### src/rtl/rbd_pkg.sv
package rbd_pkg;

    // Fixed field widths of the command and response beats.
    localparam int unsigned DATA_W = 32;
    localparam int unsigned OP_W   = 2;
    localparam int unsigned CNT_W  = 5;
    localparam int unsigned ERR_W  = 2;

    typedef logic signed [DATA_W-1:0] t_data;
    typedef logic [OP_W-1:0]          t_op;
    typedef logic [CNT_W-1:0]         t_cnt;
    typedef logic [ERR_W-1:0]         t_err;

    // Operation codes.
    localparam t_op OP_INS_FRONT = 2'd0;
    localparam t_op OP_INS_REAR  = 2'd1;
    localparam t_op OP_REM_FRONT = 2'd2;
    localparam t_op OP_REM_REAR  = 2'd3;

    // Error codes.
    localparam t_err ERR_NONE  = 2'd0;
    localparam t_err ERR_FULL  = 2'd1;
    localparam t_err ERR_EMPTY = 2'd2;

    // Value reported for front and rear when the deque is empty.
    localparam t_data EMPTY_VALUE = '1;

endpackage

### src/rtl/rbd_if.sv
// Command channel: one deque operation per beat.
interface rbd_cmd_if;
    logic           valid;
    logic           ready;
    rbd_pkg::t_op   operation;
    rbd_pkg::t_data value;

    modport source (output valid, output operation, output value, input ready);
    modport sink   (input valid, input operation, input value, output ready);
endinterface

// Response channel: deque status after each operation.
interface rbd_rsp_if;
    logic           valid;
    logic           ready;
    rbd_pkg::t_data front_value;
    rbd_pkg::t_data rear_value;
    rbd_pkg::t_cnt  occupancy;
    rbd_pkg::t_err  error_code;
    logic           is_empty;
    logic           is_full;

    modport source (
        output valid, output front_value, output rear_value, output occupancy,
        output error_code, output is_empty, output is_full, input ready
    );
    modport sink (
        input valid, input front_value, input rear_value, input occupancy,
        input error_code, input is_empty, input is_full, output ready
    );
endinterface

### src/rtl/ring_buffer_deque.sv
// Inserts, rejected operations and removals that empty the deque give their response
// beat in the cycle after the command beat; a removal that leaves elements reads the
// new end via the registered memory read port, then the response register. One
// command per cycle while responses are taken; such a removal holds off the following
// command until its read on the single read port completes. Reset (synchronous)
// empties the deque and sets the capacity to its maximum; the ring memory is not cleared.
module ring_buffer_deque #(
    parameter int unsigned MAX_DEPTH = 16
) (
    input  logic                       i_clk,
    input  logic                       i_rst_n,
    input  logic                       i_cfg_we,
    input  logic [rbd_pkg::CNT_W-1:0]  i_cfg_wdata,
    rbd_cmd_if.sink                    i_cmd,
    rbd_rsp_if.source                  o_rsp
);

    localparam int unsigned IDX_W   = (MAX_DEPTH > 1) ? $clog2(MAX_DEPTH) : 1;
    localparam int unsigned CAP_LIM = (MAX_DEPTH < 31) ? MAX_DEPTH : 31;
    localparam rbd_pkg::t_cnt CAP_MAX = rbd_pkg::CNT_W'(CAP_LIM);

    typedef logic [IDX_W-1:0] t_idx;
    typedef enum logic {ST_IDLE, ST_READ} t_state;

    // Ring memory, one write and one registered read port.
    rbd_pkg::t_data mem [MAX_DEPTH];
    logic           w_mem_we;
    t_idx           w_mem_waddr;
    rbd_pkg::t_data w_mem_wdata;
    t_idx           w_mem_raddr;
    rbd_pkg::t_data r_mem_rdata;

    // Control and cached end values.
    t_state          r_state,  n_state;
    rbd_pkg::t_cnt   r_cap,    n_cap;
    t_idx            r_head,   n_head;
    t_idx            r_tail,   n_tail;
    rbd_pkg::t_cnt   r_count,  n_count;
    rbd_pkg::t_data  r_front,  n_front;
    rbd_pkg::t_data  r_rear,   n_rear;
    logic            r_rd_front, n_rd_front;

    // Response register.
    logic            r_out_valid, n_out_valid;
    rbd_pkg::t_data  r_out_front, n_out_front;
    rbd_pkg::t_data  r_out_rear,  n_out_rear;
    rbd_pkg::t_cnt   r_out_count, n_out_count;
    rbd_pkg::t_err   r_out_err,   n_out_err;
    logic            r_out_empty, n_out_empty;
    logic            r_out_full,  n_out_full;

    rbd_pkg::t_cnt   w_cap;
    t_idx            w_cap_last;
    t_idx            w_head_inc, w_head_dec, w_tail_inc, w_tail_dec;
    logic            w_cmd_fire;
    logic            w_load_out;
    rbd_pkg::t_err   w_err;

    // Effective capacity, clamped to one and to the smaller of the built depth and 31.
    always_comb begin
        if (r_cap == '0) begin
            w_cap = rbd_pkg::CNT_W'(1);
        end else if (r_cap > CAP_MAX) begin
            w_cap = CAP_MAX;
        end else begin
            w_cap = r_cap;
        end
    end

    assign w_cap_last = IDX_W'(w_cap - rbd_pkg::CNT_W'(1));
    assign w_head_inc = (r_head == w_cap_last) ? '0 : r_head + t_idx'(1);
    assign w_head_dec = (r_head == '0) ? w_cap_last : r_head - t_idx'(1);
    assign w_tail_inc = (r_tail == w_cap_last) ? '0 : r_tail + t_idx'(1);
    assign w_tail_dec = (r_tail == '0) ? w_cap_last : r_tail - t_idx'(1);

    // A command is taken when no read is pending and the response slot frees up.
    assign i_cmd.ready = (r_state == ST_IDLE) && (!r_out_valid || o_rsp.ready);
    assign w_cmd_fire  = i_cmd.valid && i_cmd.ready;

    // Next-state logic for pointers, cached ends, memory access and response.
    always_comb begin
        n_state     = r_state;
        n_cap       = r_cap;
        n_head      = r_head;
        n_tail      = r_tail;
        n_count     = r_count;
        n_front     = r_front;
        n_rear      = r_rear;
        n_rd_front  = r_rd_front;
        w_mem_we    = 1'b0;
        w_mem_waddr = '0;
        w_mem_wdata = i_cmd.value;
        w_mem_raddr = w_head_inc;
        w_load_out  = 1'b0;
        w_err       = rbd_pkg::ERR_NONE;

        if (w_cmd_fire) begin
            if (!i_cmd.operation[1]) begin
                // Insert at either end.
                if (r_count >= w_cap) begin
                    w_err      = rbd_pkg::ERR_FULL;
                    w_load_out = 1'b1;
                end else begin
                    w_mem_we   = 1'b1;
                    w_load_out = 1'b1;
                    n_count    = r_count + rbd_pkg::CNT_W'(1);
                    if (r_count == '0) begin
                        n_head      = '0;
                        n_tail      = '0;
                        w_mem_waddr = '0;
                        n_front     = i_cmd.value;
                        n_rear      = i_cmd.value;
                    end else if (i_cmd.operation == rbd_pkg::OP_INS_FRONT) begin
                        n_head      = w_head_dec;
                        w_mem_waddr = w_head_dec;
                        n_front     = i_cmd.value;
                    end else begin
                        n_tail      = w_tail_inc;
                        w_mem_waddr = w_tail_inc;
                        n_rear      = i_cmd.value;
                    end
                end
            end else begin
                // Removal at either end.
                if (r_count == '0) begin
                    w_err      = rbd_pkg::ERR_EMPTY;
                    w_load_out = 1'b1;
                end else begin
                    n_count = r_count - rbd_pkg::CNT_W'(1);
                    if (r_count == rbd_pkg::CNT_W'(1)) begin
                        n_head     = '0;
                        n_tail     = '0;
                        w_load_out = 1'b1;
                    end else if (i_cmd.operation == rbd_pkg::OP_REM_FRONT) begin
                        n_head      = w_head_inc;
                        w_mem_raddr = w_head_inc;
                        n_rd_front  = 1'b1;
                        n_state     = ST_READ;
                    end else begin
                        n_tail      = w_tail_dec;
                        w_mem_raddr = w_tail_dec;
                        n_rd_front  = 1'b0;
                        n_state     = ST_READ;
                    end
                end
            end
        end else if (r_state == ST_READ) begin
            // The new end value arrives from memory.
            if (r_rd_front) begin
                n_front = r_mem_rdata;
            end else begin
                n_rear = r_mem_rdata;
            end
            w_load_out = 1'b1;
            n_state    = ST_IDLE;
        end

        // A capacity write empties the deque.
        if (i_cfg_we) begin
            n_cap   = i_cfg_wdata;
            n_head  = '0;
            n_tail  = '0;
            n_count = '0;
        end
    end

    // Response register load and drain.
    always_comb begin
        n_out_valid = r_out_valid && !o_rsp.ready;
        n_out_front = r_out_front;
        n_out_rear  = r_out_rear;
        n_out_count = r_out_count;
        n_out_err   = r_out_err;
        n_out_empty = r_out_empty;
        n_out_full  = r_out_full;
        if (w_load_out) begin
            n_out_valid = 1'b1;
            n_out_front = (n_count == '0) ? rbd_pkg::EMPTY_VALUE : n_front;
            n_out_rear  = (n_count == '0) ? rbd_pkg::EMPTY_VALUE : n_rear;
            n_out_count = n_count;
            n_out_err   = w_err;
            n_out_empty = (n_count == '0);
            n_out_full  = (n_count == w_cap);
        end
    end

    // State, pointers and response register.
    always_ff @(posedge i_clk) begin
        if (!i_rst_n) begin
            r_state     <= ST_IDLE;
            r_cap       <= CAP_MAX;
            r_head      <= '0;
            r_tail      <= '0;
            r_count     <= '0;
            r_rd_front  <= 1'b0;
            r_out_valid <= 1'b0;
        end else begin
            r_state     <= n_state;
            r_cap       <= n_cap;
            r_head      <= n_head;
            r_tail      <= n_tail;
            r_count     <= n_count;
            r_rd_front  <= n_rd_front;
            r_out_valid <= n_out_valid;
        end
        r_front     <= n_front;
        r_rear      <= n_rear;
        r_out_front <= n_out_front;
        r_out_rear  <= n_out_rear;
        r_out_count <= n_out_count;
        r_out_err   <= n_out_err;
        r_out_empty <= n_out_empty;
        r_out_full  <= n_out_full;
    end

    // Ring memory with registered read.
    always_ff @(posedge i_clk) begin
        if (w_mem_we) begin
            mem[w_mem_waddr] <= w_mem_wdata;
        end
        r_mem_rdata <= mem[w_mem_raddr];
    end

    assign o_rsp.valid       = r_out_valid;
    assign o_rsp.front_value = r_out_front;
    assign o_rsp.rear_value  = r_out_rear;
    assign o_rsp.occupancy   = r_out_count;
    assign o_rsp.error_code  = r_out_err;
    assign o_rsp.is_empty    = r_out_empty;
    assign o_rsp.is_full     = r_out_full;

endmodule
### src/flat_wrapper.sv
// flat-port wrapper written by rule: the top's interface ports become plain ports
module ring_buffer_deque_flat 
#(
    parameter int unsigned MAX_DEPTH = 16
)
  (i_clk, i_rst_n, i_cfg_we, i_cfg_wdata, i_cmd_valid, i_cmd_operation, i_cmd_value, i_cmd_ready, o_rsp_valid, o_rsp_front_value, o_rsp_rear_value, o_rsp_occupancy, o_rsp_error_code, o_rsp_is_empty, o_rsp_is_full, o_rsp_ready);
  rbd_cmd_if i_cmd_i ();
  rbd_rsp_if o_rsp_i ();
  input  logic i_clk;
  input  logic i_rst_n;
  input  logic i_cfg_we;
  input  logic [rbd_pkg::CNT_W-1:0] i_cfg_wdata;
  input wire logic [$bits(i_cmd_i.valid)-1:0] i_cmd_valid;
  input wire logic [$bits(i_cmd_i.operation)-1:0] i_cmd_operation;
  input wire logic [$bits(i_cmd_i.value)-1:0] i_cmd_value;
  output wire logic [$bits(i_cmd_i.ready)-1:0] i_cmd_ready;
  output wire logic [$bits(o_rsp_i.valid)-1:0] o_rsp_valid;
  output wire logic [$bits(o_rsp_i.front_value)-1:0] o_rsp_front_value;
  output wire logic [$bits(o_rsp_i.rear_value)-1:0] o_rsp_rear_value;
  output wire logic [$bits(o_rsp_i.occupancy)-1:0] o_rsp_occupancy;
  output wire logic [$bits(o_rsp_i.error_code)-1:0] o_rsp_error_code;
  output wire logic [$bits(o_rsp_i.is_empty)-1:0] o_rsp_is_empty;
  output wire logic [$bits(o_rsp_i.is_full)-1:0] o_rsp_is_full;
  input wire logic [$bits(o_rsp_i.ready)-1:0] o_rsp_ready;
  assign i_cmd_i.valid = i_cmd_valid;
  assign i_cmd_i.operation = i_cmd_operation;
  assign i_cmd_i.value = i_cmd_value;
  assign i_cmd_ready = i_cmd_i.ready;
  assign o_rsp_valid = o_rsp_i.valid;
  assign o_rsp_front_value = o_rsp_i.front_value;
  assign o_rsp_rear_value = o_rsp_i.rear_value;
  assign o_rsp_occupancy = o_rsp_i.occupancy;
  assign o_rsp_error_code = o_rsp_i.error_code;
  assign o_rsp_is_empty = o_rsp_i.is_empty;
  assign o_rsp_is_full = o_rsp_i.is_full;
  assign o_rsp_i.ready = o_rsp_ready;
  ring_buffer_deque #(.MAX_DEPTH(MAX_DEPTH)) u_core (.i_clk(i_clk), .i_rst_n(i_rst_n), .i_cfg_we(i_cfg_we), .i_cfg_wdata(i_cfg_wdata), .i_cmd(i_cmd_i), .o_rsp(o_rsp_i));
endmodule
### config.mk
export PLATFORM = sky130hd
export DESIGN_NAME = ring_buffer_deque_flat
export DESIGN_NICKNAME = d
export VERILOG_FILES = /design/src/rtl/rbd_pkg.sv /design/src/rtl/rbd_if.sv /design/src/rtl/ring_buffer_deque.sv /design/src/flat_wrapper.sv
export SDC_FILE = /design/constraint.sdc
export NUM_CORES = 1
export LEC_CHECK = 0
export BUFFER_PORTS_ARGS = -buffer_cell sky130_fd_sc_hd__buf_2
export CELL_PAD_IN_SITES_DETAIL_PLACEMENT = 0
export CELL_PAD_IN_SITES_GLOBAL_PLACEMENT = 1
export CORE_MARGIN = 2
export CORE_UTILIZATION = 55
export CTS_CLUSTER_SIZE = 12
export DETAILED_ROUTE_END_ITERATION = 16
export PLACE_DENSITY_LB_ADDON = 0.1
export SLEW_MARGIN = 20
export SYNTH_ARGS = -nofsm -noshare
export SYNTH_HDL_FRONTEND = slang
export SYNTH_SLANG_ARGS = --single-unit
### constraint.sdc
create_clock -name i_clk -period 10.3 [get_ports i_clk]
set_input_delay 1.03 -clock i_clk [delete_from_list [all_inputs] [get_ports i_clk]]
set_output_delay 1.03 -clock i_clk [all_outputs]
set_load 0.02 [all_outputs]
==> results.yml <==
sta:
  timing.fmax_mhz: 187
  setup_violations: 0
  hold_viol_final: 0
  fin_crit_sh_pct: 51.9
  clock-skew-final_ns: 0.0179
  worst_slew_pin_slew_ns: 1.09
  final_max_slew_viol_count: 0
  relSlewSlack_pct: 26.6
  rsz0062_at_grt: "no"
  fin_crit_ns: 5.35
  holdWs_ns: 0.448
  setup-tns-final_ns: 0
layout:
  fillers: 3475
  finalNonFillerCells: 2430
  fin_util_pct: 63.1
  final_common_cell: "edfxtp_1"
  nNetsFinal: 1763
  syn2layout_area_growth_pct: 13.8
  layout_common_cells: "585 x edfxtp_1, 150 x nor2_1, 124 x mux4_2"
  layout-drive-gt1-share_pct: 23.1
flow_run:
  maxCapViolCount: 0
drt:
  dr.pass1.iters: 5
  final_antenna_net_count: 0
  wirelength_um: 62000
  via_per_inst: 6.14
  vias: 14900
  drc_errors: 0
  wl_per_cell_um: 25.5
  drtIter0Drc: 1469
hold_path:
  whs_path_depth: 2
  hold_path.startpoint: "u_core.r_rear[7]$_DFF_P_"
  hold_class: "reg -> reg"
  holdPathEnd: "u_core.r_rear[7]$_DFF_P_"
global_routing:
  grt_usage_pct: 25.0
  first_global_vias: 14900
  grt_antenna_before_repair: 4
  grt.busiest_layer: "met2"
  grt_pass1_wl_um: 92300
  grt_use_met1_pct: 35.5
  grtUsageMet2_pct: 40.1
  grt_max_degree: 75
  use_met3_pct: 4.35
  gr-total-overflow: 0
place:
  io_buffers: 118
  dp_cells: 2295
  place.gp.congestion: 0.905
  hpwl_um: 32200
power_and_ir_drop:
  p_leak_nw: 10.2
  peakVddDrop_v: 0.000145
  powerDensity_nw_per_um2: 199
critical_path:
  cpMaxStageDelayCell: "buf_4"
  crit_fanout: 49
  cp.required_ns: 10.79
  end_kind: "register"
  crit_family: "simple AND/OR/NAND/NOR gates"
  crit_path_start_kind: "register"
  cp_num_buf_inv: 2
  path_cells: "nor3_1, nor2_1, nor2_1, inv_2, ha_1, xor2_1, nand2_1, nor4_2, or2_4, buf_4, mux4_2, a22oi_1, nand2_1"
  r2r-end: "u_core.r_mem_rdata[25]$_DFF_P_"
  cp_data_arrival_time_ns: 5.83
  worstReg2RegStart: "u_core.r_cap[1]$_SDFFE_PN0P_"
  cpPeakStageDelay_ns: 0.90
  r2r_cells: 13
  r2r_slack_ns: 4.95
  crit_type: "reg -> reg"
cts:
  cts-root-buf: "clkbuf_16"
  cts_max_level: 3
  post_cts_buffers: 0
  cts_tree: "built"
  hold_buffers: 0
  cts-resized-gates: 0
  numCtsBuffers: 73
  path_clk_slew_ns: 0.06
  clk_latency_ns: 0.60
  clk_path_buf_depth: 3
  cts_sinks: 702
yosys:
  synth_edf_count: 585
  syn_avg_cell_area_sq_um: 17.3
  ys_types: 70
  netlist_area_sq_um: 27000
  ys_warn_count: 0
  synth_ff_type: "edfxtp_1"
  synthCells: 1557
  ys_ff_latch: 702
  ys_seq_area_share_pct: 73.7
  synth_fp_nets: 1614
  async_flop_share_pct: 0
floorplanning:
  ios: 119
  start_util_pct: 55.4
  die-area_sq_um: 50900
  core_sq_um: 48700
  num_rows: 81
  fp.dieH_um: 226
  fp.dieW_um: 226
run_status:
  status: "finished, final reports clean"
[stage by stage]
step                setup slack, ns  instance area [sq um]  total power, W
finish                         4.95                  30700         0.00611
global route                   4.41                  30700         0.00631
CTS                            4.88                  30700         0.00616
detailed placement             4.91                  28500         0.00371
global placement               5.01                  28500         0.00369
floorplan                      5.91                  27000         0.00356
[worst register-to-register path, delay by kind of cell, from the launching register on]
kind | cells | cell delay, ns
compound gates | 1 | 0.24
simple gates | 7 | 2.20
xor+xnor | 1 | 0.29
fa+ha+maj | 1 | 0.40
mux | 1 | 0.63
flops | 1 | 0.33
buf+inv | 2 | 1.15
[power by group]
group	leakage (nW)	internal, W	switching [W]
Clock	1.08	0.00144	0.00103
Combinational	2.93	0.000150	0.000270
Sequential	6.17	0.00319	0.0000340
Total	10.2	0.00478	0.00133
[per-layer routing]
| layer | vias to the layer above | wire, um |
|---|---|---|
| met5 | - | 11 |
| met2 | 531 | 30100 |
| met4 | 2 | 1390 |
| met1 | 7762 | 26800 |
| li1 | 6523 | - |
| met3 | 114 | 3720 |
[worst max-delay path by stage]
stage | depth (start not counted) | endpoint | startpoint
floorplan | 12 | u_core.mem[0][0]$_DFFE_PP_ | u_core.r_cap[1]$_SDFFE_PN0P_
global placement | 10 | u_core.r_mem_rdata[25]$_DFF_P_ | i_cmd_operation[1]
detailed placement | 13 | u_core.r_mem_rdata[25]$_DFF_P_ | u_core.r_cap[1]$_SDFFE_PN0P_
CTS | 13 | u_core.r_mem_rdata[25]$_DFF_P_ | u_core.r_cap[1]$_SDFFE_PN0P_
global route | 13 | u_core.r_mem_rdata[25]$_DFF_P_ | u_core.r_cap[1]$_SDFFE_PN0P_
finish | 13 | u_core.r_mem_rdata[25]$_DFF_P_ | u_core.r_cap[1]$_SDFFE_PN0P_
[final cells by class]
| type | count | area (sq um) | share of cell area [%] |
|---|---|---|---|
| Timing Repair Buffer | 152 | 850 | 2.76 |
| Clock inverter | 11 | 68.8 | 0.224 |
| Antenna cell | 1 | 2.50 | 0.00814 |
| Tap cell | 664 | 831 | 2.70 |
| Inverter | 18 | 67.6 | 0.220 |
| Clock buffer | 123 | 2180 | 7.09 |
| Sequential cell | 702 | 19900 | 64.8 |
| Multi-Input combinational cell | 759 | 6830 | 22.2 |
[synth_stat cells (4+ instances only)]
cell      instances  area (sq um)
o31a_1            4          35.0
buf_1             8          30.0
o21ai_0          18          90.1
and3_1            6          37.5
a31oi_1           6          37.5
o221ai_1          5          43.8
or2_2             4          25.0
nor2b_1           6          37.5
and2_1            7          43.8
nand2_1          57           214
xnor2_1          14           123
a21oi_1          14          70.1
edfxtp_1        585         17600
ha_1             13           163
buf_2             8          40.0
o211ai_1          6          45.0
nand3_1           7          35.0
nor2_1          167           627
mux4_2          124          2790
o21bai_1         65           488
dfxtp_1         117          2340
clkbuf_1         50           188
a211oi_1         10          75.1
a22oi_1          62           465
buf_6            10           113
or3_1             4          25.0
o22ai_1          66           413
nor3b_1           6          45.0
mux2i_1          14           140
inv_1            16          60.1
nand2b_1          6          37.5
nor4_1            7          43.8
nor3_1           16          80.1
[kinds of logic after synthesis]
group	Yosys count	share of synthesized area, %
AO/OA/AOI/OAI	282	7.35
XOR/XNOR	17	0.602
adder cells (fa/ha/maj)	13	0.602
buffers and inverters	96	1.68
flip-flops	702	73.7
multiplexers	140	11.0
AND/OR/NAND/NOR	307	5.08
[registers in the layout, indices dropped and copies added (netlist names), 2 cells and up]
name                      count
u_core.r_rear                32
u_core.o_rsp.error_code       2
u_core.r_head                 4
u_core.r_front               32
u_core.r_mem_rdata           32
u_core.o_rsp.occupancy        5
u_core.o_rsp.rear_value      32
u_core.r_tail                 4
u_core.r_count                5
u_core.r_cap                  5
u_core.mem                  512
u_core.o_rsp.front_value     32
Note: power is estimated with default switching activity, not from simulation.
